[src/rtl/vgee_pkg.sv]
// Package: constants, types and command/status structs for the visibility graph edge engine
`timescale 1ns / 1ps
package vgee_pkg;
  localparam int MaxSpots    = 64;
  localparam int MaxBarriers = 256;
  localparam int SpotAw      = $clog2(MaxSpots);
  localparam int BarAw       = $clog2(MaxBarriers);
  localparam int CoordW      = 12;
  localparam int DistW       = 21;

  localparam logic [1:0] KIND_ADD_SPOT    = 2'd0;
  localparam logic [1:0] KIND_ADD_BARRIER = 2'd1;
  localparam logic [1:0] KIND_QUERY       = 2'd2;
  localparam logic [1:0] KIND_CLEAR       = 2'd3;

  localparam logic [1:0] ST_OK       = 2'd0;
  localparam logic [1:0] ST_NO_LINK  = 2'd1;
  localparam logic [1:0] ST_UNLOADED = 2'd2;
  localparam logic [1:0] ST_FULL     = 2'd3;

  typedef struct packed {
    logic signed [CoordW-1:0] x;
    logic signed [CoordW-1:0] y;
  } pt_t;

  // controller -> datapath commands
  typedef struct packed {
    logic cap_req;      // capture the request fields
    logic spot_wr;      // write spot at spot_count
    logic clear;        // zero both counts
    logic ld_a;         // latch spot read data as a
    logic ld_b;         // latch spot read data as b
    logic bar_rd;       // issue barrier read at index
    logic idx_zero;     // index <= 0
    logic idx_inc;      // index <= index + 1
    logic prev_ld;      // prev <= barrier read data
    logic carry_init;   // prev <= request point (insert carry)
    logic seg_eval;     // evaluate crossing of prev/read data
    logic ins_wr;       // store[index] <= prev
    logic bcnt_inc;     // barrier_count + 1
    logic sqrt_start;   // start root
    logic sqrt_step;    // one root iteration
    logic res_ld;       // load result register
    logic [1:0] res_status;
    logic res_dist;     // take root as distance
    logic spot_to;      // read to-spot instead of from-spot
  } vgee_cmd_t;

  // datapath -> controller status
  typedef struct packed {
    logic [1:0] kind;
    logic spot_full;
    logic bar_full;
    logic idx_bad;
    logic same_idx;
    logic idx_lt_cnt;   // index < barrier_count
    logic rd_lt_p;      // read data < request point
    logic rd_eq_p;
    logic idx_is_zero;
    logic hit;          // crossing found
    logic sqrt_done;
  } vgee_sts_t;
endpackage

[src/rtl/vgee_ctrl.sv]
// Controller: sequences adds, sorted insertion, query scan and root per request
`timescale 1ns / 1ps
module vgee_ctrl (
  input  logic                clk,
  input  logic                rst_n,
  input  logic                in_valid,
  output logic                in_ready,
  output logic                out_valid,
  input  logic                out_ready,
  input  vgee_pkg::vgee_sts_t sts,
  output vgee_pkg::vgee_cmd_t cmd
);
  localparam logic [3:0] S_IDLE   = 4'd0;
  localparam logic [3:0] S_DISP   = 4'd1;
  localparam logic [3:0] S_SRCH   = 4'd2;  // read issued at idx
  localparam logic [3:0] S_SRCHC  = 4'd3;  // compare read data
  localparam logic [3:0] S_SHRD   = 4'd4;  // read idx for ripple
  localparam logic [3:0] S_SHWR   = 4'd5;  // write carry at idx, carry <= old entry
  localparam logic [3:0] S_QA     = 4'd6;
  localparam logic [3:0] S_QB     = 4'd7;
  localparam logic [3:0] S_SCRD   = 4'd8;
  localparam logic [3:0] S_SCEV   = 4'd9;
  localparam logic [3:0] S_SQRT   = 4'd10;
  localparam logic [3:0] S_OUT    = 4'd11;

  logic [3:0] st_r, st_nxt;

  always_ff @(posedge clk) begin
    if (!rst_n) st_r <= S_IDLE;
    else        st_r <= st_nxt;
  end

  assign in_ready  = (st_r == S_IDLE);
  assign out_valid = (st_r == S_OUT);

  always_comb begin
    cmd = '0;
    st_nxt = st_r;
    unique case (st_r)
      S_IDLE: if (in_valid) begin
        cmd.cap_req = 1'b1;
        st_nxt = S_DISP;
      end
      S_DISP: begin
        cmd.idx_zero = 1'b1;
        unique case (sts.kind)
          vgee_pkg::KIND_ADD_SPOT: begin
            cmd.res_ld = 1'b1;
            if (sts.spot_full) cmd.res_status = vgee_pkg::ST_FULL;
            else cmd.spot_wr = 1'b1;
            st_nxt = S_OUT;
          end
          vgee_pkg::KIND_ADD_BARRIER: begin
            cmd.carry_init = 1'b1;
            st_nxt = S_SRCH;
          end
          vgee_pkg::KIND_QUERY: begin
            cmd.res_ld = 1'b1;
            if (sts.idx_bad) begin
              cmd.res_status = vgee_pkg::ST_UNLOADED;
              st_nxt = S_OUT;
            end else if (sts.same_idx) begin
              cmd.res_status = vgee_pkg::ST_NO_LINK;
              st_nxt = S_OUT;
            end else begin
              st_nxt = S_QA;
            end
          end
          default: begin
            cmd.clear = 1'b1;
            cmd.res_ld = 1'b1;
            st_nxt = S_OUT;
          end
        endcase
      end
      // linear search for insert position
      S_SRCH: begin
        if (sts.idx_lt_cnt) begin
          cmd.bar_rd = 1'b1;
          st_nxt = S_SRCHC;
        end else if (sts.bar_full) begin
          cmd.res_ld = 1'b1;
          cmd.res_status = vgee_pkg::ST_FULL;
          st_nxt = S_OUT;
        end else begin
          // append past the last entry
          cmd.ins_wr = 1'b1;
          cmd.bcnt_inc = 1'b1;
          cmd.res_ld = 1'b1;
          st_nxt = S_OUT;
        end
      end
      S_SRCHC: begin
        if (sts.rd_lt_p) begin
          cmd.idx_inc = 1'b1;
          st_nxt = S_SRCH;
        end else if (sts.rd_eq_p) begin
          cmd.res_ld = 1'b1;
          st_nxt = S_OUT;
        end else if (sts.bar_full) begin
          cmd.res_ld = 1'b1;
          cmd.res_status = vgee_pkg::ST_FULL;
          st_nxt = S_OUT;
        end else begin
          // place new point, carry displaced entry upward
          cmd.ins_wr = 1'b1;
          cmd.prev_ld = 1'b1;
          cmd.idx_inc = 1'b1;
          st_nxt = S_SHRD;
        end
      end
      // ripple: read entry at idx, or drop the carry at the end
      S_SHRD: begin
        if (sts.idx_lt_cnt) begin
          cmd.bar_rd = 1'b1;
          st_nxt = S_SHWR;
        end else begin
          cmd.ins_wr = 1'b1;
          cmd.bcnt_inc = 1'b1;
          cmd.res_ld = 1'b1;
          st_nxt = S_OUT;
        end
      end
      S_SHWR: begin
        cmd.ins_wr = 1'b1;
        cmd.prev_ld = 1'b1;
        cmd.idx_inc = 1'b1;
        st_nxt = S_SHRD;
      end
      // query: fetch both spots
      S_QA: begin
        cmd.spot_to = 1'b1;
        cmd.ld_a = 1'b1;
        st_nxt = S_QB;
      end
      S_QB: begin
        cmd.ld_b = 1'b1;
        cmd.idx_zero = 1'b1;
        st_nxt = S_SCRD;
      end
      S_SCRD: begin
        if (sts.hit) begin
          cmd.res_ld = 1'b1;
          cmd.res_status = vgee_pkg::ST_NO_LINK;
          st_nxt = S_OUT;
        end else if (sts.idx_lt_cnt) begin
          cmd.bar_rd = 1'b1;
          st_nxt = S_SCEV;
        end else begin
          cmd.sqrt_start = 1'b1;
          st_nxt = S_SQRT;
        end
      end
      S_SCEV: begin
        if (!sts.idx_is_zero) cmd.seg_eval = 1'b1;
        cmd.prev_ld = 1'b1;
        cmd.idx_inc = 1'b1;
        st_nxt = S_SCRD;
      end
      S_SQRT: begin
        if (sts.sqrt_done) begin
          cmd.res_ld = 1'b1;
          cmd.res_dist = 1'b1;
          st_nxt = S_OUT;
        end else begin
          cmd.sqrt_step = 1'b1;
        end
      end
      S_OUT: if (out_ready) st_nxt = S_IDLE;
      default: st_nxt = S_IDLE;
    endcase
  end
endmodule

[config.mk]
export PLATFORM = sky130hd
export DESIGN_NAME = vgee_ctrl
export DESIGN_NICKNAME = d
export VERILOG_FILES = /design/src/rtl/vgee_pkg.sv /design/src/rtl/vgee_ctrl.sv
export SDC_FILE = /design/constraint.sdc
export NUM_CORES = 1
export LEC_CHECK = 0
export BUFFER_PORTS_ARGS = -buffer_cell sky130_fd_sc_hd__buf_2
export CAP_MARGIN = 25
export CORE_MARGIN = 8
export CORE_UTILIZATION = 41
export DETAILED_ROUTE_END_ITERATION = 7
export PLACE_DENSITY = 0.83
export SLEW_MARGIN = 20
export SYNTH_ARGS = -nofsm -noshare
export SYNTH_HDL_FRONTEND = slang
export SYNTH_SLANG_ARGS = --single-unit
[constraint.sdc]
create_clock -name clk -period 1.4 [get_ports clk]
set_input_delay 0.21 -clock clk [delete_from_list [all_inputs] [get_ports clk]]
set_output_delay 0.21 -clock clk [all_outputs]
set_load 0.1 [all_outputs]
==> results.py, run 1 <==
metrics = {
    "outcome": {
        "outcome": "stopped before the end",
        "error": "[ERROR DPL-0038] Utilization greater than 100%, impossible to legalize",
        "stop_stage": "detailed placement",
    },
    "floorplan": {
        "placementRows": 15,
        "initial_core_util": 0.443,
        "die_h_um": 59.7,
        "pin_count": 38,
        "die_x_um": 59.7,
    },
    "synth": {
        "synth_top_family_by_area": "simple AND/OR/NAND/NOR gates",
        "syn_nets": 143,
        "ys_types": 39,
        "netlist_area_um2": 782,
        "ys_seq_area_frac": 0.102,
        "syn_inst": 123,
        "synth_compound_area_frac": 0.336,
        "synth-simple-area-share": 0.403,
        "syn_area_per_cell_um2": 6.36,
        "synth-seq-cells": 4,
        "synthXorXnorAreaFrac": 0,
        "synth.area.mux_share": 0,
        "yosys_warnings": 0,
        "synth_fa_ha_area_frac": 0.0640,
    },
    "place": {
        "io_buffers": 37,
        "gp_congestion": 0.962,
    },
}
cells by family after synthesis:
kind of cell,Yosys count
and+or+nand+nor,58
AOI/OAI and AO/OA,41
buffers and inverters,16
adders and majority gates,4
DFF,4
through the flow:
step | hold slack, ps | setup WS (ps) | area [um^2] | TNS, ps
3_3_place_gp | 489 | -175 | 1780 | -1870
2_1_floorplan | 352 | -593 | 1050 | -4470
cell usage after synthesis:
library cell / n / share of area
inv_1: 6 / 0.029
o211ai_1: 3 / 0.029
or4_4: 1 / 0.014
nor4_1: 1 / 0.0080
a21oi_1: 14 / 0.090
and2_1: 1 / 0.0080
o2111a_1: 1 / 0.014
o21a_1: 2 / 0.019
or4b_1: 1 / 0.013
nor2b_1: 6 / 0.048
a2111oi_1: 1 / 0.013
and3_1: 4 / 0.032
o21ai_1: 2 / 0.013
nor3_2: 1 / 0.013
a31o_2: 1 / 0.011
or2b_1: 1 / 0.0096
nand3_1: 3 / 0.019
clkbuf_1: 1 / 0.0048
nor3b_1: 2 / 0.019
o21ba_2: 1 / 0.013
nand2_1: 8 / 0.038
o21ai_0: 7 / 0.045
nor3_1: 8 / 0.051
a31oi_1: 2 / 0.016
o221a_1: 1 / 0.014
nand3b_1: 1 / 0.0096
buf_4: 1 / 0.0096
and2b_1: 1 / 0.0096
dfxtp_1: 4 / 0.10
a2bb2oi_1: 2 / 0.022
o22ai_1: 2 / 0.016
nor2_1: 13 / 0.062
a2111oi_0: 1 / 0.011
or2_1: 1 / 0.0080
buf_2: 8 / 0.051
or3_1: 1 / 0.0080
a22oi_1: 1 / 0.0096
nand2b_1: 4 / 0.032
ha_1: 4 / 0.064
==> run 2: changes to the inputs <==
Settings changed: CORE_AREA set to 8 8 69 71, CORE_MARGIN 8 to unset, CORE_UTILIZATION 41 to unset, DIE_AREA set to 0 0 77 79, PLACE_DENSITY 0.83 to unset, PLACE_DENSITY_LB_ADDON set to 0.15.
Clock period 1.4 ns to 1.8 ns, I/O delays scaled along.
==> run 2 against run 1 <==
Compared with the run above: synthesized cell count is the same; the flow now finishes, with violations (setup timing); area after synthesis unchanged.
==> results.py, run 2 <==
metrics = {
    "drt": {
        "ant_nets": 0,
        "drt_iter0_markers": 78,
        "wl_um": 3440,
        "post_drt_wl_per_cell_um": 15.8,
        "route.detailed.drc": 0,
        "via_count": 1123,
        "vias_per_cell": 5.15,
        "firstDrtPassIters": 6,
    },
    "critical_path": {
        "cp.required_ps": 1530,
        "cpMaxStageDelayCell": "or3_4",
        "endpoint_kind": "primary output",
        "critical_path.cell_chain": "buf_8, or3_4, o22ai_4, buf_12",
        "crit_path_max_incr_delay_ps": 400,
        "crit_fanout": 13,
        "path_class": "flip-flop to primary output",
        "startpoint_type": "flip-flop",
        "cpLargestDelayFamily": "simple AND/OR/NAND/NOR gates",
        "cp.arrival_ps": 1540,
        "path_buf_inv": 2,
    },
    "synth": {
        "ys_types": 39,
        "syn_nets": 143,
        "synth_area_leaders": "dfxtp_1 (10%), a21oi_1 (9.0%), ha_1 (6.4%)",
        "yosys_warnings": 0,
        "netlist.area_leader.share": 0.102,
        "yosysTopAreaCell": "dfxtp_1",
        "synth_edf_count": 0,
        "synthArstFlopShare": 0,
        "ys.flop_type": "dfxtp_1",
        "ys_seq_area_frac": 0.102,
        "synth_common_cells": "a21oi_1 (14), nor2_1 (13), buf_2 (8), nand2_1 (8), nor3_1 (8)",
        "syn_area_per_cell_um2": 6.36,
        "syn_inst": 123,
        "synth-seq-cells": 4,
        "yosys.cell_count.top_type": "a21oi_1",
        "netlist_area_um2": 782,
    },
    "power": {
        "power_frac_clock": 0.055,
        "power_frac_seq": 0.072,
        "p_comb_frac": 0.873,
        "p_leak_nw": 0.660,
        "netSwitchingPower_mw": 2.01,
        "total_power_mw": 3.49,
        "power.internal_mw": 1.48,
        "ir_worst_vdd_mv": 1.65,
        "power.density_mw_per_mm2": 2060,
        "switching_share": 0.576,
    },
    "sta": {
        "setup_ws_ps": -5.10,
        "fin_setup_tns_ps": -5.10,
        "max_freq_mhz": 554,
        "worst_pin_slew_ps": 385,
        "drv_slew": 0,
        "layout_min_cycle_time_ps": 1810,
        "period_share": 1.00,
        "grt_setup_unrepaired": "true",
        "final-hold-violation-count": 0,
        "slew-limit-headroom": 0.737,
        "setup_viol": 1,
        "fin_skew_ps": 3.42,
    },
    "floorplan": {
        "placementRows": 23,
        "pin_count": 38,
        "die_area_mm2": 0.00608,
        "core-area_mm2": 0.00380,
        "die_h_um": 79,
        "initial_core_util": 0.206,
        "die_x_um": 77,
    },
    "clocking": {
        "clkLatencyLatePin_ps": 220,
        "cts.path.max_buffers": 2,
        "cts_tree": "yes",
        "numClockSinks": 4,
        "path_clk_slew_ps": 30,
        "numCtsBuffers": 3,
        "root_buffer": "clkbuf_8",
        "htree_levels": 1,
        "postCtsHoldBufs": 0,
    },
    "outcome": {
        "outcome": "complete, but fails checks",
        "violations": "setup timing",
    },
    "global_route": {
        "antenna_found_initial": 0,
        "grt_overflow": 0,
        "grt_pass1_wl_um": 5760,
        "grt_use_total": 0.116,
        "grt_max_degree": 14,
        "grt_pass1_vias": 1149,
    },
    "final_layout": {
        "nets": 190,
        "layout-drive-gt1-share": 0.577,
        "largest_reg_flops": 4,
        "mostFrequentLayoutCells": "buf_12 (23), buf_2 (15), a21oi_1 (10), buf_4 (10), nor2_1 (7)",
        "diodes": 0,
        "largest-register": "st_r",
        "instances_no_fill": 218,
        "top_regs": "st_r: 4 flops",
        "final_common_cell": "buf_12",
        "area_growth_pct": 117,
        "fill_cells": 387,
    },
    "place": {
        "gp_congestion": 0.858,
        "io_buffers": 37,
        "dpl.hpwl_um": 2760,
        "dp_cells": 213,
    },
    "worst_hold_path": {
        "hold_path.class": "primary input to flip-flop",
    },
    "job": {
        "maxCapViolCount": 0,
    },
}
## run 2: cell counts after synthesis
No cell type changed its count.
## run 2: worst reg2reg max path: stages (launching register included)
cell and delay [ps]:
dfxtp_4 370, buf_6 150, or4_4 530, o221a_1 260, o21ai_1 120, a21oi_1 60
## run 2: cell families (layout without fill, tap and decap cells)
family | after synthesis | count (layout) | synth area share
AOI/OAI and AO/OA | 41 | 41 | 0.336
adders and majority gates | 4 | 4 | 0.0640
buffers and inverters | 16 | 61 | 0.0944
DFF | 4 | 4 | 0.102
and+or+nand+nor | 58 | 58 | 0.403
## run 2: routing by layer
layer	part of all wire	wire length (um)	track usage
met5	0	0	0
met3	0.059	203	0.0237
met2	0.50	1730	0.196
met1	0.43	1470	0.138
met4	0.012	43	0.0528
## run 2: timing repair
item	CTS	global route
endpoints found under the hold margin	0	0
pin swaps	3	2
gates resized for setup	16	11
setup endpoints to repair	13	8
cloned	0	0
setup buffers	2	0
## run 2: path summary, 6_finish.rpt
path / from / end / slack, ps / cells past startpoint
max: st_r[0]$_SDFFE_PN0P_ / cmd[8] / -5 / 4
min reg2reg: st_r[0]$_SDFFE_PN0P_ / st_r[2]$_SDFFE_PN0P_ / 650 / 2
min: rst_n / st_r[0]$_SDFFE_PN0P_ / 320 / 3
max reg2reg: st_r[2]$_SDFFE_PN0P_ / st_r[0]$_SDFFE_PN0P_ / 190 / 5
## run 2: power groups by stage
stage                     logic (mW)  registers [mW]  clock network [mW]
after global routing            3.19           0.261               0.206
after floorplan                 1.93           0.165                   0
final                           3.05           0.251               0.191
after detailed placement        2.82           0.214                   0
after global placement          2.81           0.213                   0
after CTS                       2.99           0.225               0.195
## run 2: area by class of cell
cell class | count | area (um^2) | share of cell area
multi-input combinational | 103 | 815 | 0.480
timing repair buffer | 52 | 663 | 0.391
sequential | 4 | 92.6 | 0.0546
tap | 50 | 62.6 | 0.0369
clock buffer | 3 | 41.3 | 0.0243
inverter | 6 | 22.5 | 0.0133
## run 2: through the flow
stage | cell area, um^2 | hold WS [ps] | util | worst slack (ps)
after CTS | 1660 | 328 | 0.436 | -2.35
after floorplan | 951 | 412 | - | -253
final | 1700 | 318 | 0.447 | -5.10
after global routing | 1700 | 338 | 0.447 | -41.5
after detailed placement | 1540 | 558 | 0.405 | 85.7
after global placement | 1540 | 558 | 0.405 | 62.6
No activity file was read; power rests on OpenSTA's default activity.
==> run 3: changes to the inputs <==
Clock period 1.8 ns to 1.6 ns, I/O delays scaled along.
==> run 3 against run 2 <==
Compared with the run above: the flow still finishes with violations (setup timing); clock power rose by 15%; sequential power rose by 12%; core utilization increased by 6.7 points; critical path type unchanged; highest routed layer unchanged.
==> results.py, run 3 (same netlist as run 2, synthesis figures left out) <==
metrics = {
    "critical_path": {
        "crit_path_max_incr_delay_ps": 350,
        "r2r_start": "st_r[0]$_SDFFE_PN0P_",
        "rrSetupSlack_ps": 0,
        "critical_path.cell_chain": "buf_12, or2b_1, a21oi_2, buf_4, o21a_4, buf_12",
        "cp.required_ps": 1360,
        "cp_common_cell": "buf_12",
        "crit_fanout": 7,
        "crit_start": "st_r[3]$_SDFFE_PN0P_",
        "cp.arrival_ps": 1540,
        "r2r_cells": 6,
        "crit_end": "cmd[12]",
        "startpoint_type": "flip-flop",
        "endpoint_kind": "primary output",
        "cpMaxStageDelayCell": "dfxtp_4",
        "timing.rr.end": "st_r[3]$_SDFFE_PN0P_",
        "path_class": "flip-flop to primary output",
    },
    "sta": {
        "worst_pin_slew_ps": 412,
        "final-hold-violation-count": 0,
        "max_freq_mhz": 562,
        "setup_viol": 17,
        "period_share": 1.11,
        "drv_slew": 0,
        "fin_skew_ps": 0.334,
        "slew-limit-headroom": 0.718,
        "setup_ws_ps": -178,
        "hold_slack_ps": 273,
        "layout_min_cycle_time_ps": 1780,
        "grt_setup_unrepaired": "true",
        "fin_setup_tns_ps": -1510,
    },
    "global_route": {
        "grt_use_total": 0.115,
        "grt_overflow": 0,
        "grt_pass1_vias": 1184,
        "antenna_found_initial": 0,
        "grt_pass1_wl_um": 5870,
        "grt_max_degree": 13,
    },
    "drt": {
        "route.detailed.drc": 0,
        "firstDrtPassIters": 4,
        "vias_per_cell": 4.93,
        "drt_iter0_markers": 62,
        "via_count": 1183,
        "post_drt_wl_per_cell_um": 15.1,
        "wl_um": 3620,
        "ant_nets": 0,
    },
    "job": {
        "maxCapViolCount": 0,
    },
    "final_layout": {
        "layout-drive-gt1-share": 0.653,
        "final_common_cell": "buf_4",
        "mostFrequentLayoutCells": "buf_4 (30), buf_12 (23), buf_2 (15)",
        "largest_reg_flops": 4,
        "nets": 212,
        "largest-register": "st_r",
        "area_growth_pct": 149,
        "diodes": 0,
        "top_regs": "st_r: 4 flops",
    },
    "clocking": {
        "cts.path.max_buffers": 2,
        "htree_levels": 1,
        "root_buffer": "clkbuf_8",
        "path_clk_slew_ps": 30,
        "clkLatencyLatePin_ps": 220,
        "numCtsBuffers": 3,
        "cts_tree": "yes",
        "postCtsHoldBufs": 0,
        "numClockSinks": 4,
    },
    "power": {
        "ir_worst_vdd_mv": 1.44,
        "power_frac_seq": 0.064,
        "power_frac_clock": 0.050,
        "netSwitchingPower_mw": 2.42,
        "p_leak_nw": 0.784,
        "p_comb_frac": 0.885,
        "switching_share": 0.553,
        "power.internal_mw": 1.95,
        "power.density_mw_per_mm2": 2240,
    },
    "outcome": {
        "outcome": "complete, but fails checks",
        "violations": "setup timing",
    },
    "floorplan": {
        "pin_count": 38,
        "core-area_mm2": 0.00380,
        "die_h_um": 79,
        "placementRows": 23,
        "initial_core_util": 0.206,
        "die_x_um": 77,
        "die_area_mm2": 0.00608,
    },
    "place": {
        "io_buffers": 37,
        "place_ws_ps": -120,
        "gp_congestion": 0.882,
        "dpl.hpwl_um": 2860,
    },
    "worst_hold_path": {
        "hold_path.class": "primary input to flip-flop",
    },
}
## run 3: area by class of cell
| class | count | area (um^2) |
|---|---|---|
| well taps | 50 | 62.6 |
| clock buffers | 3 | 41.3 |
| fillers | 373 | 1850 |
| flip-flops and latches | 4 | 95.1 |
| multi-input cells | 103 | 892 |
| repair buffers | 74 | 832 |
| inverters | 6 | 26.3 |
## run 3: layer usage
| metal | vias up | part of all wire | track usage |
|---|---|---|---|
| li1 | 585 | - | - |
| met1 | 541 | 0.43 | 0.142 |
| met2 | 51 | 0.49 | 0.196 |
| met3 | 6 | 0.066 | 0.0248 |
| met4 | 0 | 0.011 | 0.0321 |
| met5 | - | 0 | 0 |
## run 3: how the worst min path moves through the flow
stage	startpoint	slack [ps]	cells after the start	to
2_1_floorplan	rst_n	380	2	st_r[0]$_SDFFE_PN0P_
6_report	rst_n	270	3	st_r[0]$_SDFFE_PN0P_
3_3_place_gp	rst_n	510	3	st_r[0]$_SDFFE_PN0P_
4_1_cts	rst_n	280	3	st_r[0]$_SDFFE_PN0P_
5_1_grt	rst_n	270	3	st_r[0]$_SDFFE_PN0P_
3_5_place_dp	rst_n	510	3	st_r[0]$_SDFFE_PN0P_
## run 3: metrics by stage
| stage | utilization | std cells | cell area, um^2 | power [mW] |
|---|---|---|---|---|
| after global routing | 0.513 | 240 | 1950 | 4.56 |
| after CTS | 0.488 | 234 | 1850 | 4.14 |
| final | 0.513 | 240 | 1950 | 4.37 |
| after floorplan | - | 123 | 1030 | 2.58 |
| after global placement | 0.448 | 225 | 1700 | 3.70 |
| after detailed placement | 0.448 | 225 | 1700 | 3.69 |
## run 3: timing repair
action	CTS	global route
cloned	0	0
buffers inserted	6	6
setup endpoints to repair	20	20
pin swaps	10	4
gates resized for setup	18	13
## run 3: critical path: cells and delay by family, from the launching register on
family | cells | cell delay [ps]
compound gates | 2 | 280
flops | 1 | 350
buf+inv | 3 | 420
simple gates | 1 | 240
## run 3: power groups by stage
stage / Combinational [mW] / Clock (mW) / Sequential (mW)
final: 3.87 / 0.220 / 0.282
after global routing: 4.04 / 0.226 / 0.292
after CTS: 3.64 / 0.220 / 0.281
after detailed placement: 3.43 / 0 / 0.267
after global placement: 3.43 / 0 / 0.267
after floorplan: 2.38 / 0 / 0.202
